**src/rtl/core/sper_pkg.sv**
```systemverilog
// ----------------------------------------------------------------------------
// sper_pkg
// Shared types, codes and widths of the shortest-path edge relaxer.
// ----------------------------------------------------------------------------
package sper_pkg;

    // table geometry, fixed by the 8-bit node fields
    localparam int NODE_W        = 8;
    localparam int MAX_NODES     = 256;
    localparam int COUNT_W       = 9;
    localparam int DIST_BITS_DEF = 32;
    localparam int WEIGHT_W      = 16;
    localparam int DIST_OUT_W    = 32;
    localparam int CNT_W         = 32;
    localparam int KIND_W        = 2;

    // request kinds
    localparam logic [KIND_W-1:0] KIND_INIT  = 2'd0;
    localparam logic [KIND_W-1:0] KIND_RELAX = 2'd1;
    localparam logic [KIND_W-1:0] KIND_READ  = 2'd2;
    localparam logic [KIND_W-1:0] KIND_STATS = 2'd3;

    // configuration port
    localparam int CFG_IDX_W  = 1;
    localparam int CFG_DATA_W = 9;
    localparam logic [CFG_IDX_W-1:0] REG_START_NODE = 1'd0;
    localparam logic [CFG_IDX_W-1:0] REG_NODE_COUNT = 1'd1;
    localparam logic [COUNT_W-1:0]   NODE_COUNT_RST = 9'd256;

    // stream widths
    localparam int IN_TDATA_W  = 32;
    localparam int IN_TUSER_W  = 2;
    localparam int OUT_FIELD_W = 108;
    localparam int OUT_TDATA_W = 112;
    localparam int OUT_PAD_W   = OUT_TDATA_W - OUT_FIELD_W;

    // one request as held while it executes
    typedef struct packed {
        logic [KIND_W-1:0]          kind;
        logic [NODE_W-1:0]          from_node;
        logic [NODE_W-1:0]          to_node;
        logic signed [WEIGHT_W-1:0] edge_weight;
    } item_t;

endpackage

```
**src/rtl/core/sper_relax_unit.sv**
```systemverilog
// ----------------------------------------------------------------------------
// sper_relax_unit
// Saturating distance + weight, and the strict improvement test.
// ----------------------------------------------------------------------------
module sper_relax_unit #(
    parameter int DIST_BITS = sper_pkg::DIST_BITS_DEF
) (
    input  logic signed [DIST_BITS-1:0]          dist_from,
    input  logic signed [DIST_BITS-1:0]          dist_to,
    input  logic signed [sper_pkg::WEIGHT_W-1:0] edge_weight,
    input  logic                                 reach_to,
    output logic signed [DIST_BITS-1:0]          sum,
    output logic                                 better
);
    import sper_pkg::*;

    localparam int SUM_W = ((DIST_BITS > WEIGHT_W) ? DIST_BITS : WEIGHT_W) + 1;
    localparam logic signed [SUM_W-1:0] DMAX = SUM_W'({1'b0, {(DIST_BITS-1){1'b1}}});
    localparam logic signed [SUM_W-1:0] DMIN = ~DMAX;

    logic signed [SUM_W-1:0] raw;

    assign raw = SUM_W'(dist_from) + SUM_W'(edge_weight);

    always_comb
    begin
        if (raw > DMAX)
        begin
            sum = DMAX[DIST_BITS-1:0];
        end
        else if (raw < DMIN)
        begin
            sum = DMIN[DIST_BITS-1:0];
        end
        else
        begin
            sum = raw[DIST_BITS-1:0];
        end
    end

    // unreachable destination takes any sum
    assign better = !reach_to || (sum < dist_to);

endmodule

```
**config.mk**
```make
export PLATFORM = sky130hd
export DESIGN_NAME = sper_relax_unit
export DESIGN_NICKNAME = d
export VERILOG_FILES = /design/src/rtl/core/sper_pkg.sv /design/src/rtl/core/sper_relax_unit.sv
export SDC_FILE = /design/constraint.sdc
export NUM_CORES = 1
export LEC_CHECK = 0
export ABC_CLOCK_PERIOD_IN_PS = 5160
export BUFFER_PORTS_ARGS = -buffer_cell sky130_fd_sc_hd__buf_4
export CAP_MARGIN = 20
export CORE_AREA = 2 2 84 86
export DETAILED_ROUTE_END_ITERATION = 10
export DIE_AREA = 0 0 86 88
export PLACE_DENSITY = 0.82
export SLEW_MARGIN = 20
export SYNTH_ARGS = -nofsm -noshare
export SYNTH_HDL_FRONTEND = slang
export SYNTH_SLANG_ARGS = --single-unit
```
**constraint.sdc**
```tcl
create_clock -name vclk -period 5.16
set_input_delay 0.516 -clock vclk [all_inputs]
set_output_delay 0.516 -clock vclk [all_outputs]
set_load 0.01 [all_outputs]
```
### Word-level counts from Yosys, hierarchy flattened

Cells that the tools add are included.

| storage, ports and cells | value |
|---|---|
| flip-flop bits (word level) | 0 |
| input bits | 81 |
| output and inout bits | 33 |

| operators by class | value |
|---|---|
| add/subtract/negate cells | 1 |
| $lt $le $gt $ge | 3 |
| multiplexer cells | 2 |
| reduce and logical (&&, ||, !) cells | 2 |

Operator list:

| cell | count |
|---|---|
| $mux 32 | 2 |
| $add 32x16->33 | 1 |
| $gt 33x32->1 const B | 1 |
| $lt 33x32->1 const B | 1 |
| $lt 32x32->1 | 1 |
| $logic_not 1->1 | 1 |
| $logic_or 1x1->1 | 1 |

### Longest topological paths before layout

| logic depth | value |
|---|---|
| word-level depth | 6 |
| gate-level depth with buffers | 21 |
| depth with buffers taken out | 20 |

### Worst setup path after synthesis

OpenSTA, ideal clock, no wires.

| path | value |
|---|---|
| kind | in2out |
| from | in dist_from[0] |
| to | out better |
| data arrival time | 4620 ps |
| data required time | 4644 ps |
| slack | 24 ps |
| cell stages on the path | 20 |
| buffers on the path | 0 |
| cell sequence | ha_1 inv_1 fa_1 nand2b_1 a21oi_1 o21bai_1 a21o_1 a31oi_2 a2bb2oi_2 nor2_4 o21ai_0 ha_1 a21oi_1 nor4_1 a2111oi_0 a31oi_1 a211o_1 a21oi_1 mux2i_1 a211oi_1 |

| on the way | value |
|---|---|
| word-level cells in the longest chain between the ends | 6 |
| elaborated cells between the ends (all ways) | 7 |
| those cells by class | 1 x add/sub; 3 x order compare; 2 x mux; 1 x reduce/logical |

Ends and longest elaborated chain:

| what | line | source |
|---|---|---|
| start, declared | sper_relax_unit.sv:8 | `input logic signed [DIST_BITS-1:0] dist_from,` |
| $add 32x16->33 * | sper_relax_unit.sv:23 | `assign raw = SUM_W'(dist_from) + SUM_W'(edge_weight);` |
| $lt 33x32->1 | sper_relax_unit.sv:31 | `else if (raw < DMIN)` |
| $mux 32 | sper_relax_unit.sv:31 |  |
| $mux 32 * | sper_relax_unit.sv:27 | `if (raw > DMAX)` |
| via sum[23] | sper_relax_unit.sv:12 | `output logic signed [DIST_BITS-1:0] sum,` |
| $lt 32x32->1 * | sper_relax_unit.sv:42 | `assign better = !reach_to \|\| (sum < dist_to);` |
| $logic_or 1x1->1 * | sper_relax_unit.sv:42 |  |
| end, declared | sper_relax_unit.sv:13 | `output logic better` |

The timed path passes the listed nets; every way through them passes the cells marked *.

### Worst setup path after layout

| path | value |
|---|---|
| from | in edge_weight[1] (netlist bit) |
| to | out better |

| on the way | value |
|---|---|
| word-level cells in the longest chain between the ends | 6 |
| elaborated cells between the ends (all ways) | 7 |
| those cells by class | 1 x add/sub; 3 x order compare; 2 x mux; 1 x reduce/logical |

Ends and longest elaborated chain:

| what | line | source |
|---|---|---|
| start, declared | sper_relax_unit.sv:10 | `input logic signed [sper_pkg::WEIGHT_W-1:0] edge_weight,` |
| $add 32x16->33 * | sper_relax_unit.sv:23 |  |
| $lt 33x32->1 | sper_relax_unit.sv:31 |  |
| $mux 32 | sper_relax_unit.sv:31 |  |
| $mux 32 * | sper_relax_unit.sv:27 |  |
| $lt 32x32->1 * | sper_relax_unit.sv:42 |  |
| $logic_or 1x1->1 * | sper_relax_unit.sv:42 |  |

Every way passes the cells marked *; elsewhere a longest branch is shown, timed or not.

==> results.cfg <==
[route]
wirelength_mm = 10.8
wl_met3_um = 567
route.vias.total = 3746
wl_met2_mm = 5.72
wirelength_met1_mm = 4.37
drt-wirelength-per-cell_um = 16.3
dr.pass1.iters = 5
drtIter0Drc = 188
drc = 0
highest_layer = met4
ant_nets = 0
vias_per_cell = 5.65

[global_routing]
grt_use_total_pct = 25.7
grt_max_degree = 10
overflow = 0
grt_pass1_wl_mm = 16.0
antenna_found_initial = 0
grt_pass1_vias = 3571

[timing]
fmax_ghz = 0.196
final-hold-violation-count = 0
min_period_ns = 5.11
setup_ws_ns = 0.0454
fin_crit_sh_pct = 99.1
tns_ns = 0
report.final.slew_viol_count = 0
slew_headroom_pct = 72.8
setup_violations = 0
tightest_slew_ns = 0.409
holdWs_ns = 1.52

[place]
dp_hpwl_mm = 8.55
place_area_um2 = 4290
place_ws_ns = -0.145
port_buffers = 114
gp_congestion = 0.926
dp_cells = 651

[run_status]
status = finished, final reports clean

[die]
pin_count = 114
num_rows = 30
die_h_um = 88
die-area_um2 = 7570
die_x_um = 86
coreArea_um2 = 6640
start_util_pct = 44.0

[pwr]
powerDensity_nw_per_um2 = 216
p_leak_uw = 0.00237
ir_drop_mv = 0.0804

[flow_run]
cap_violations = 0

[worst_setup_path]
cp.required_ns = 4.64
cp-start-kind = primary input
cp.arrival_ns = 4.60
crit_buf_inv = 3
worst_path_max_delay_cell = a211o_2
crit_chain = buf_4 > ha_4 > a211oi_4 > o211a_1 > o31ai_4 > a211o_2 > a41o_4 > xnor2_4 > buf_6 > nor2_4 > o21ai_2 > ha_1 > nand2_2 > nor4_4 > a2111oi_2 > a31oi_1 > a211o_1 > a21oi_2 > mux2i_1 > a211oi_2 > buf_4
crit_fanout = 5
max_stage_delay_ns = 0.38
cp-end-kind = output pin
critPathKind = primary input to output pin
crit_top_cell = buf_4
crit_family = compound AO/OA/AOI/OAI gates

[final_layout]
area_delta_synth_final_pct = 65.8
mostFrequentLayoutCells = buf_4, ha_1, inv_1, a21oi_1, nor2_1
nClkBuffers = 0
antenna-diode-count = 0
final_area_um2 = 4840
nets = 730
layout-drive-gt1-share_pct = 45.6
design.seq.count = 0
layout_commonest_cell = buf_4
final_cells = 663
register_area_um2 = 0

[synthesis]
syn_inst = 402
netlist_area_um2 = 2920
syn_nets = 547
yosys_warnings = 0
syn_avg_cell_area_um2 = 7.27
ys_seq_area_share_pct = 0
yosysUniqueCellTypes = 61

[hold_path]
hold_path.class = primary input to output pin
==> cell families (layout without fill, tap and decap cells) <==
family,Yosys count,in the layout,synth area share (%)
adders and majority gates,68,68,29.0
muxes,2,2,0.685
AOI/OAI and AO/OA,152,152,36.0
xor gates and xnor gates,28,28,9.04
and+or+nand+nor,96,97,17.0
buffers and inverters,56,236,8.22
==> synthesized netlist by cell type (all sizes together), types with 2 or more instances <==
master	number	area [um2]
mux2i	2	20.0
xnor2	16	159
maj3	4	40.0
o21a	6	45.0
o21bai	6	45.0
a221oi	2	17.5
nand4	11	75.1
o31ai	2	20.0
or3	2	12.5
ha	63	788
and3	2	12.5
and4	3	26.3
a21o	19	144
inv	47	176
and2	4	25.0
o211ai	7	52.6
a211oi	5	42.5
clkbuf	3	12.5
nor3	5	36.3
nor4	4	25.0
nand2	27	109
a2111oi	4	36.3
nand3b	2	15.0
a31oi	5	37.5
a22oi	2	15.0
buf	6	51.3
a211o	3	27.5
o21ai	38	243
a21oi	42	210
nand2b	3	18.8
nor2	26	105
xor2	12	105
nand3	6	30.0
==> final cells by class <==
cell class	instances	area, um2
fill	535	1800
inverter	47	176
multi-input combinational	347	3110
tap	80	100
timing repair buffer	189	1450
==> per-stage QoR <==
stage,util (%),power (uW)
floorplan,-,480
global placement,64.6,840
detailed placement,64.6,854
CTS,67.1,914
global route,72.9,1130
finish,72.9,1050
==> layer usage <==
metal,GRT usage [%],vias up
met5,0,-
met4,3.03,0
met3,1.89,12
met2,49.9,113
met1,31.5,1759
li1,-,1862
==> where the power goes <==
part	internal, uW	switching (uW)	total [uW]
sequential	0	0	0
clock	0	0	0
combinational	522	523	1050
total	522	523	1050
==> what timing repair did <==
action                     CTS  global route
hold buffers                 0             0
setup endpoints to repair    1             1
pin swaps                   10            29
gates cloned                 1             0
setup buffers                6             6
gates resized for setup     26            63
==> tightest hold or removal path: cells and delay by family <==
| family | cells | cell delay (ns) |
|---|---|---|
| AO/OA/AOI/OAI | 1 | 0.06 |
| buffers and inverters | 2 | 0.23 |
| AND/OR/NAND/NOR | 2 | 0.19 |
==> worst paths after layout <==
check | from | slack [ns] | cells after the start | endpoint
setup / recovery | edge_weight[1] | 0.05 | 21 | better
hold / removal | reach_to | 1.52 | 5 | better
Note: power is estimated with default switching activity, not from simulation.
